===== src/rtl/pvsd_pkg.sv =====
// Shared constants and types for the packed vector squared-distance block.
// No dependencies; imported by every module of the block.
package pvsd_pkg;

   localparam int WORD_BITS           = 48;
   localparam int TOTAL_BITS          = 19;
   localparam logic [TOTAL_BITS-1:0] TOTAL_MAX = '1;

   localparam int DEF_LANES           = 8;
   localparam int DEF_COMPONENT_BITS  = 6;
   localparam int DEF_MAX_WORDS       = 12;

   // Control that travels alongside the lane squares.
   typedef struct packed {
      logic valid;
      logic last;
   } pvsd_stage_type;

endpackage


===== src/rtl/pvsd_lane.sv =====
// One lane: extracts its component from both words, takes |a-b| and squares it.
// Depends on pvsd_pkg for the word width.
module pvsd_lane import pvsd_pkg::*; #(
   parameter int COMPONENT_BITS = DEF_COMPONENT_BITS,
   parameter int LANE_INDEX     = 0
) (
   input  logic                        clock,
   input  logic                        load,
   input  logic [WORD_BITS-1:0]        vec_a_word,
   input  logic [WORD_BITS-1:0]        vec_b_word,
   output logic [2*COMPONENT_BITS-1:0] sq_ff
);

   localparam int Base = LANE_INDEX * COMPONENT_BITS;

   logic [COMPONENT_BITS-1:0]   comp_a;
   logic [COMPONENT_BITS-1:0]   comp_b;
   logic [COMPONENT_BITS-1:0]   diff;
   logic [2*COMPONENT_BITS-1:0] sq_in;

   // Bits at or above the top of the word read as zero.
   for (genvar j = 0; j < COMPONENT_BITS; j++) begin : g_bit
      if (Base + j < WORD_BITS) begin : g_in
         assign comp_a[j] = vec_a_word[Base + j];
         assign comp_b[j] = vec_b_word[Base + j];
      end else begin : g_out
         assign comp_a[j] = 1'b0;
         assign comp_b[j] = 1'b0;
      end
   end

   always_comb begin
      diff  = (comp_a >= comp_b) ? (comp_a - comp_b) : (comp_b - comp_a);
      sq_in = (2*COMPONENT_BITS)'(diff) * (2*COMPONENT_BITS)'(diff);
   end

   always_ff @(posedge clock) begin
      if (load) begin
         sq_ff <= sq_in;
      end
   end

endmodule


===== src/rtl/pvsd_merge.sv =====
// Merging stage: sums the lane squares, accumulates per vector pair, holds the result.
// Depends on pvsd_pkg for widths, the saturation value and the stage struct.
module pvsd_merge import pvsd_pkg::*; #(
   parameter int LANES          = DEF_LANES,
   parameter int COMPONENT_BITS = DEF_COMPONENT_BITS,
   parameter int MAX_WORDS      = DEF_MAX_WORDS
) (
   input  logic                                   clock,
   input  logic                                   reset,
   input  pvsd_stage_type                         s1,
   input  logic [LANES-1:0][2*COMPONENT_BITS-1:0] lane_sq,
   output logic                                   s2_ready,
   output logic                                   rsp_valid,
   input  logic                                   rsp_ready,
   output logic [TOTAL_BITS-1:0]                  rsp_distance,
   output logic                                   rsp_overflow
);

   localparam int SumBits   = 2*COMPONENT_BITS + $clog2(LANES + 1);
   localparam int AccBits   = ((SumBits > TOTAL_BITS) ? SumBits : TOTAL_BITS) + 1;
   localparam int CountBits = $clog2(MAX_WORDS + 1);

   logic                  s2_valid_ff, s2_valid_in;
   logic                  s2_last_ff;
   logic [SumBits-1:0]    s2_sum_ff, lane_sum;
   logic                  s2_load, acc_take;

   logic [TOTAL_BITS-1:0] total_ff, total_in;
   logic [CountBits-1:0]  count_ff, count_in;
   logic                  sat_ff, sat_in;
   logic [AccBits-1:0]    acc_sum;
   logic [TOTAL_BITS-1:0] step_total;
   logic [CountBits-1:0]  step_count;
   logic                  step_sat;

   logic                  rsp_valid_ff, rsp_valid_in;
   logic [TOTAL_BITS-1:0] rsp_distance_ff;
   logic                  rsp_overflow_ff;

   always_comb begin
      lane_sum = '0;
      for (int i = 0; i < LANES; i++) begin
         lane_sum = lane_sum + SumBits'(lane_sq[i]);
      end
   end

   // A non-last word never needs the result register; a last one waits for it.
   assign acc_take    = s2_valid_ff && (!s2_last_ff || !rsp_valid_ff || rsp_ready);
   assign s2_ready    = !s2_valid_ff || acc_take;
   assign s2_load     = s1.valid && s2_ready;
   assign s2_valid_in = s2_ready ? s1.valid : s2_valid_ff;

   always_comb begin
      acc_sum    = AccBits'(total_ff) + AccBits'(s2_sum_ff);
      step_total = total_ff;
      step_count = count_ff;
      step_sat   = sat_ff;
      if (count_ff >= CountBits'(MAX_WORDS)) begin
         step_sat   = 1'b1;
         step_total = TOTAL_MAX;
      end else begin
         if (acc_sum > AccBits'(TOTAL_MAX)) begin
            step_total = TOTAL_MAX;
            step_sat   = 1'b1;
         end else begin
            step_total = acc_sum[TOTAL_BITS-1:0];
         end
         step_count = count_ff + CountBits'(1);
      end

      total_in = total_ff;
      count_in = count_ff;
      sat_in   = sat_ff;
      if (acc_take) begin
         if (s2_last_ff) begin
            total_in = '0;
            count_in = '0;
            sat_in   = 1'b0;
         end else begin
            total_in = step_total;
            count_in = step_count;
            sat_in   = step_sat;
         end
      end

      rsp_valid_in = rsp_valid_ff;
      if (acc_take && s2_last_ff) begin
         rsp_valid_in = 1'b1;
      end else if (rsp_ready) begin
         rsp_valid_in = 1'b0;
      end
   end

   always_ff @(posedge clock) begin
      if (reset) begin
         s2_valid_ff  <= 1'b0;
         total_ff     <= '0;
         count_ff     <= '0;
         sat_ff       <= 1'b0;
         rsp_valid_ff <= 1'b0;
      end else begin
         s2_valid_ff  <= s2_valid_in;
         total_ff     <= total_in;
         count_ff     <= count_in;
         sat_ff       <= sat_in;
         rsp_valid_ff <= rsp_valid_in;
      end
   end

   always_ff @(posedge clock) begin
      if (s2_load) begin
         s2_sum_ff  <= lane_sum;
         s2_last_ff <= s1.last;
      end
      if (acc_take && s2_last_ff) begin
         rsp_distance_ff <= step_total;
         rsp_overflow_ff <= step_sat;
      end
   end

   assign rsp_valid    = rsp_valid_ff;
   assign rsp_distance = rsp_distance_ff;
   assign rsp_overflow = rsp_overflow_ff;

   a_count_bound: assert property (@(posedge clock) disable iff (reset)
      count_ff <= CountBits'(MAX_WORDS))
      else $error("word count beyond its limit");

   a_sat_total: assert property (@(posedge clock) disable iff (reset)
      sat_ff |-> total_ff == TOTAL_MAX)
      else $error("saturated without a saturated total");

   a_clear_on_last: assert property (@(posedge clock) disable iff (reset)
      acc_take && s2_last_ff |=> count_ff == '0 && total_ff == '0 && !sat_ff)
      else $error("state not cleared after last word");

   a_overflow_value: assert property (@(posedge clock) disable iff (reset)
      rsp_valid_ff && rsp_overflow_ff |-> rsp_distance_ff == TOTAL_MAX)
      else $error("overflow result without saturated distance");

   a_no_lost_result: assert property (@(posedge clock) disable iff (reset)
      rsp_valid_ff && !rsp_ready |-> !(acc_take && s2_last_ff))
      else $error("held result overwritten");

endmodule


===== src/rtl/packed_vector_sq_distance.sv =====
// Top level of the packed vector squared-distance block.
// Depends on pvsd_pkg, pvsd_lane and pvsd_merge.
//
// Usage:
//   req_ channel carries one word pair per transfer: LANES components of
//   COMPONENT_BITS bits each, lane i at bit i*COMPONENT_BITS, plus
//   req_last_word on the final pair of the two vectors.
//   rsp_ channel carries one result per vector pair: the squared distance and
//   an overflow flag, raised when more than MAX_WORDS pairs arrived or the
//   total passed the 19-bit range (the distance then reads all ones).
//   Throughput is one word pair per cycle while req_ready is high. Pipeline:
//   lane squares, lane sum, then the accumulator feeding the result register;
//   a last word passes the lane and sum registers before its result is valid.
//   When rsp_ready is low the held result stays, non-last words keep
//   accumulating, and a further last word waits in the pipeline; req_ready
//   drops only once every stage is full.
//   Synchronous reset empties the pipeline and clears the running total,
//   word count and overflow flag.
module packed_vector_sq_distance import pvsd_pkg::*; #(
   parameter int LANES          = DEF_LANES,
   parameter int COMPONENT_BITS = DEF_COMPONENT_BITS,
   parameter int MAX_WORDS      = DEF_MAX_WORDS
) (
   input  logic                  clock,
   input  logic                  reset,
   input  logic                  req_valid,
   output logic                  req_ready,
   input  logic [WORD_BITS-1:0]  req_vec_a_word,
   input  logic [WORD_BITS-1:0]  req_vec_b_word,
   input  logic                  req_last_word,
   output logic                  rsp_valid,
   input  logic                  rsp_ready,
   output logic [TOTAL_BITS-1:0] rsp_distance,
   output logic                  rsp_overflow
);

   logic                                   s1_valid_ff, s1_valid_in;
   logic                                   s1_last_ff;
   logic                                   s2_ready;
   logic                                   req_take;
   logic [LANES-1:0][2*COMPONENT_BITS-1:0] lane_sq;
   pvsd_stage_type                         s1;

   assign req_ready   = !s1_valid_ff || s2_ready;
   assign req_take    = req_valid && req_ready;
   assign s1_valid_in = req_take ? 1'b1 : (s2_ready ? 1'b0 : s1_valid_ff);

   always_ff @(posedge clock) begin
      if (reset) begin
         s1_valid_ff <= 1'b0;
      end else begin
         s1_valid_ff <= s1_valid_in;
      end
   end

   always_ff @(posedge clock) begin
      if (req_take) begin
         s1_last_ff <= req_last_word;
      end
   end

   for (genvar i = 0; i < LANES; i++) begin : g_lane
      pvsd_lane #(
         .COMPONENT_BITS (COMPONENT_BITS),
         .LANE_INDEX     (i)
      ) u_lane (
         .clock      (clock),
         .load       (req_take),
         .vec_a_word (req_vec_a_word),
         .vec_b_word (req_vec_b_word),
         .sq_ff      (lane_sq[i])
      );
   end

   assign s1.valid = s1_valid_ff;
   assign s1.last  = s1_last_ff;

   pvsd_merge #(
      .LANES          (LANES),
      .COMPONENT_BITS (COMPONENT_BITS),
      .MAX_WORDS      (MAX_WORDS)
   ) u_merge (
      .clock        (clock),
      .reset        (reset),
      .s1           (s1),
      .lane_sq      (lane_sq),
      .s2_ready     (s2_ready),
      .rsp_valid    (rsp_valid),
      .rsp_ready    (rsp_ready),
      .rsp_distance (rsp_distance),
      .rsp_overflow (rsp_overflow)
   );

endmodule


===== config.mk =====
export PLATFORM = sky130hd
export DESIGN_NAME = packed_vector_sq_distance
export DESIGN_NICKNAME = d
export VERILOG_FILES = /design/src/rtl/pvsd_pkg.sv /design/src/rtl/pvsd_lane.sv /design/src/rtl/pvsd_merge.sv /design/src/rtl/packed_vector_sq_distance.sv
export SDC_FILE = /design/constraint.sdc
export NUM_CORES = 1
export LEC_CHECK = 0
export ABC_AREA = 1
export BUFFER_PORTS_ARGS = -buffer_cell sky130_fd_sc_hd__buf_4
export CELL_PAD_IN_SITES_DETAIL_PLACEMENT = 1
export CELL_PAD_IN_SITES_GLOBAL_PLACEMENT = 1
export CORE_MARGIN = 5
export CORE_UTILIZATION = 39
export DETAILED_ROUTE_END_ITERATION = 6
export PLACE_DENSITY = 0.66
export SETUP_SLACK_MARGIN = 0.1
export SLEW_MARGIN = 40
export SYNTH_ARGS = -nofsm -noshare
export SYNTH_HDL_FRONTEND = slang
export SYNTH_SLANG_ARGS = --single-unit

===== constraint.sdc =====
create_clock -name clock -period 11.55 [get_ports clock]
set_input_delay 1.155 -clock clock [delete_from_list [all_inputs] [get_ports clock]]
set_output_delay 1.155 -clock clock [all_outputs]
set_load 0.02 [all_outputs]

Word-level counts from Yosys, hierarchy flattened
Cells that the tools add are included.

Add/sub/neg operators: 25. Multiply operators: 8. Magnitude comparators: 10. Equal/unequal tests: 1. Mux-type cells: 20. Reduce and logical (&&, ||, !) cells: 15.

Operator list (number): 16-bit by 12-bit adder with 16-bit output (6); 6-bit by 6-bit multiplier with 12-bit output (8); 6-bit subtractor (16); 19-bit two-way mux (3); 6-bit >= comparator (8); 6-bit two-way mux (8); 19-bit by 16-bit adder with 20-bit output (1); 20-bit by 19-bit greater-than comparator with 1-bit output, second input constant (1); 12-bit by 12-bit adder with 13-bit output (1); 4-bit two-way mux (2); 1-bit two-way mux (7); 4-bit by 1-bit adder with 4-bit output, second input constant (1); 4-bit >= comparator, second input constant (1); 1-bit logical AND (4); 1-bit logical NOT (4); 1-bit logical OR (4); 2-bit nonzero test (2); 2-bit by 1-bit != test with 1-bit output, second input constant (1); 2-bit AND reduction (1).

Register bits: 161. Bits of input ports: 101. Output and inout port bits: 22. Word-level logic and storage cells: 98.

Longest topological paths before layout
Depth after elaboration: 8. Gate-level depth with buffers: 28. Gate-level depth less buffers: 28.

Modules after synthesis
Synthesis repeated with hierarchy kept, for this count alone.

Cell total of the unflattened synthesis: 2425. Area total of the unflattened synthesis: 19109.6 um^2.

Modules (own cells, without submodules): pvsd_lane at g_lane[0].u_lane ... (times used 4, cells an instance 216, area each 1664.1 um^2, seq. area each 330.3 um^2); pvsd_lane at g_lane[4].u_lane ... (times used 4, cells an instance 216, area each 1632.8 um^2, seq. area each 330.3 um^2); pvsd_merge (times used 1, cells an instance 690, area each 5844.4 um^2, seq. area each 1601.5 um^2); packed_vector_sq_distance (times used 1, cells an instance 7, area each 77.6 um^2, seq. area each 50.0 um^2).

Worst setup path after synthesis
OpenSTA, ideal clock, no wires.

Kind: input-to-reg. From: input port rsp_ready. To: register g_lane[0].u_lane.sq_ff[0], enable pin. Setup time: 0.538 ns. Arrival time: 5.084 ns. Required time: 11.012 ns. Setup slack: 5.927 ns. Stages on the path: 4. Buffers on the path: 0. Cells stage by stage: nor2_1 > nand3_1 > nor2_1 > nor2_1.

Longest elaborated chain between the ends: 5.

RTL lines: start: declaration (line packed_vector_sq_distance.sv:32) `input logic rsp_ready,`; 1-bit logical OR (line pvsd_merge.sv:48) `assign acc_take = s2_valid_ff && (!s2_last_ff || !rsp_valid_ff || rsp_ready);`; 1-bit logical AND (line pvsd_merge.sv:48); 1-bit logical OR (line pvsd_merge.sv:49) `assign s2_ready = !s2_valid_ff || acc_take;`; 1-bit logical OR (line packed_vector_sq_distance.sv:44) `assign req_ready = !s1_valid_ff || s2_ready;`; 1-bit logical AND (line packed_vector_sq_distance.sv:45) `assign req_take = req_valid && req_ready;`; net g_lane[0].u_lane.load (line pvsd_lane.sv:8) `input logic load,`; end signal: assignment (line pvsd_lane.sv:39) `sq_ff <= sq_in;`; end: declaration (line pvsd_lane.sv:11) `output logic [2*COMPONENT_BITS-1:0] sq_ff`.

The timed path passes the listed nets, and every way through them passes these cells. A chain may end at the register's enable or synchronous reset.

Worst setup path in the final report
From: register g_lane[1].u_lane.sq_ff[3]. To: register u_merge.s2_sum_ff[15] (data pin).

Longest elaborated chain between the ends: 7.

RTL lines: start: declaration (line pvsd_lane.sv:11); start signal: assignment (line pvsd_lane.sv:39); 12-bit by 12-bit adder with 13-bit output (line pvsd_merge.sv:43) `lane_sum = lane_sum + SumBits'(lane_sq[i]);`; 16-bit by 12-bit adder with 16-bit output (6 in series) (line pvsd_merge.sv:43); net u_merge.lane_sum[15] (line pvsd_merge.sv:25) `logic [SumBits-1:0] s2_sum_ff, lane_sum;`; end signal: assignment (line pvsd_merge.sv:112) `s2_sum_ff <= lane_sum;`; end: declaration (line pvsd_merge.sv:25).

The timed path passes the listed nets, and every way through them passes these cells.

==> results.sh <==
export IMPL_outcome="completed"
export IMPL_dr_wl_met2_um=23400
export IMPL_yosysWarnings=0
export IMPL_dr_max_layer_used="met4"
export IMPL_finalSetupTns_ns=0
export IMPL_fin_crit_ns=5.62
export IMPL_wl_um=44600
export IMPL_die_area_um2=51000
export IMPL_grt_pass1_wl_um=75700
export IMPL_synth_flop_cell="edfxtp_1"
export IMPL_post_place_cells=2958
export IMPL_cp_required_ns=11.74
export IMPL_cts_buffers=17
export IMPL_insertedDiodeCount=0
export IMPL_cp_arrival_ns=5.81
export IMPL_drc_errors=0
export IMPL_period_share_pct=48.7
export IMPL_drive_gt1_share_pct=8.64
export IMPL_start_util_pct=39.2
export IMPL_rsz0062_at_grt="false"
export IMPL_dp_slack_ns=5.57
export IMPL_grt_max_degree=50
export IMPL_crit_family="adder cells"
export IMPL_clkSlewWorstSetupHoldPaths_ns=0.07
export IMPL_areaGrowthSynthToFinish_pct=12.2
export IMPL_viasPerCell=4.81
export IMPL_clkLatencyLatePin_ns=0.44
export IMPL_cts_buffer_depth=2
export IMPL_hold_slack_ns=0.421
export IMPL_setup_slack_ns=5.93
export IMPL_cts_resized=0
export IMPL_tightest_slew_ns=0.752
export IMPL_slew_headroom_pct=49.5
export IMPL_cap_violations=0
export IMPL_nNetsFinal=2839
export IMPL_cts_setup_buffers=0
export IMPL_cts_hold_buf=0
export IMPL_synth_avg_cell_area_um2=8.07
export IMPL_synthCells=2253
export IMPL_clk_root_buffer_cell="clkbuf_16"
export IMPL_slowest_stage="fa_1"
export IMPL_syn_area_um2=18200
export IMPL_cp_max_fo=4
export IMPL_die_x_um=226
export IMPL_worstSetupStartpointType="flop"
export IMPL_boundaryPins=123
export IMPL_final_cell_mix="514 x inv_1, 445 x nand2_1, 232 x ha_1"
export IMPL_max_stage_delay_ns=0.52
export IMPL_coreArea_um2=46400
export IMPL_drt_wirelength_per_cell_um=14.9
export IMPL_vias=14400
export IMPL_async_reset_ff_share_pct=0
export IMPL_cts_tree="built"
export IMPL_ys_seq_elements=153
export IMPL_grt_pass1_vias=15700
export IMPL_gr_total_overflow=0
export IMPL_place_congestion=0.862
export IMPL_clock_sinks=153
export IMPL_cts_htree_levels=4
export IMPL_fillers=5606
export IMPL_cpMostUsedCell="nand2_1"
export IMPL_numPortBuffers=122
export IMPL_seq_area_frac_synth_pct=23.8
export IMPL_drv_slew=0
export IMPL_drt_iter0_markers=525
export IMPL_hp_class="reg -> reg"
export IMPL_critPathBufInv=3
export IMPL_dr_pass1_iters=6
export IMPL_end_kind="flop"
export IMPL_final_cells=2990
export IMPL_fmax_mhz=178
export IMPL_postRouteAntennaNets=0
export IMPL_synth_edf_count=126
export IMPL_row_count=79
export IMPL_fp_dieH_um=226
export IMPL_final_common_cell="inv_1"
export IMPL_routed_wl_met3_um=714
export IMPL_hold_violations=0
export IMPL_setup_viol=0
export IMPL_finalClockSkew_ns=0.0117
export IMPL_antenna_found_initial=0
export IMPL_grt_usage_pct=17.8
export IMPL_ys_types=44
export IMPL_dp_hpwl_um=37900
export IMPL_drt_met1_wl_um=20000
export IMPL_path_class="reg -> reg"
through the flow:
stage | utilization [%] | instance area (µm²)
after floorplan | - | 18200
after global placement | 42.5 | 19700
after detailed placement | 42.6 | 19700
after CTS | 44.0 | 20400
after global routing | 44.0 | 20400
final | 44.0 | 20400
synthesized netlist by cell type, types with 20 or more instances:
| cell | number | area share [%] |
|---|---|---|
| a21oi_1 | 146 | 4.0 |
| dfxtp_1 | 27 | 3.0 |
| edfxtp_1 | 126 | 21 |
| fa_1 | 136 | 15 |
| ha_1 | 232 | 16 |
| inv_1 | 515 | 11 |
| nand2_1 | 446 | 9.2 |
| nand3_1 | 77 | 2.1 |
| nand4_1 | 20 | 0.69 |
| nor2_1 | 186 | 3.8 |
| o21ai_0 | 30 | 0.83 |
| xnor2_1 | 42 | 2.0 |
| xor2_1 | 107 | 5.2 |
flip-flops by register name, indices dropped and copies added, names as in the netlist:
signal	count
u_merge.total_ff	19
u_merge.rsp_distance	19
u_merge.rsp_overflow	1
u_merge.s2_valid_ff	1
u_merge.s2_last_ff	1
u_merge.s2_sum_ff	16
s1_valid_ff	1
g_lane.u_lane.sq_ff	88
u_merge.count_ff	4
u_merge.sat_ff	1
s1_last_ff	1
u_merge.rsp_valid	1
worst register-to-register path, cell delays in order, from the launching register on:
cell and delay, ns:
edfxtp_1 0.43, ha_1 0.33, a21oi_1 0.21, o21bai_1 0.15
nand2_1 0.08, nand2_1 0.09, nand2_1 0.07, nand2_1 0.09
nand2_1 0.08, nand2_1 0.07, xnor2_1 0.25, inv_1 0.09
fa_1 0.49, inv_1 0.06, fa_1 0.51, fa_1 0.52
fa_1 0.51, inv_1 0.05, ha_1 0.36, nand2_1 0.11
a21oi_1 0.06, a211oi_1 0.20, nand3_1 0.16, nand2_1 0.09
nand2_1 0.07, a21oi_1 0.17, nor2_1 0.07
cells by family after synthesis:
| kind of cell | count (synthesis) | synth area share (%) |
|---|---|---|
| AO/OA/AOI/OAI | 263 | 8.38 |
| XOR/XNOR | 149 | 7.18 |
| adder cells (fa/ha/maj) | 368 | 30.9 |
| buffers and inverters | 546 | 11.6 |
| flip-flops | 153 | 23.8 |
| other | 2 | 0.0413 |
| AND/OR/NAND/NOR | 772 | 18.1 |
layout make-up:
cell class | instances | area [µm²] | share of cell area, %
clock buffers | 17 | 425 | 2.09
clock inverters | 15 | 240 | 1.18
inverters | 517 | 1940 | 9.51
multi-input cells | 1556 | 11800 | 57.7
flip-flops and latches | 153 | 4320 | 21.2
well taps | 607 | 759 | 3.72
repair buffers | 125 | 938 | 4.60
routing by layer:
layer	vias to the layer above	global-route usage [%]
met3	28	1.81
met4	0	2.83
li1	7276	-
met1	6985	22.6
met5	-	0
met2	102	33.5
path summary, 6_finish.rpt:
kind | from | end | slack [ns] | depth (start not counted)
setup / recovery | g_lane[1].u_lane.sq_ff[3] | u_merge.s2_sum_ff[15] | 5.93 | 26
setup reg to reg | g_lane[1].u_lane.sq_ff[3] | u_merge.s2_sum_ff[15] | 5.93 | 26
hold reg to reg | s1_last_ff | u_merge.s2_last_ff | 0.42 | 0
hold / removal | s1_last_ff | u_merge.s2_last_ff | 0.42 | 0
Power is not shown: default switching activity piles up to over one toggle a cycle in this logic, so the estimate is an artifact.
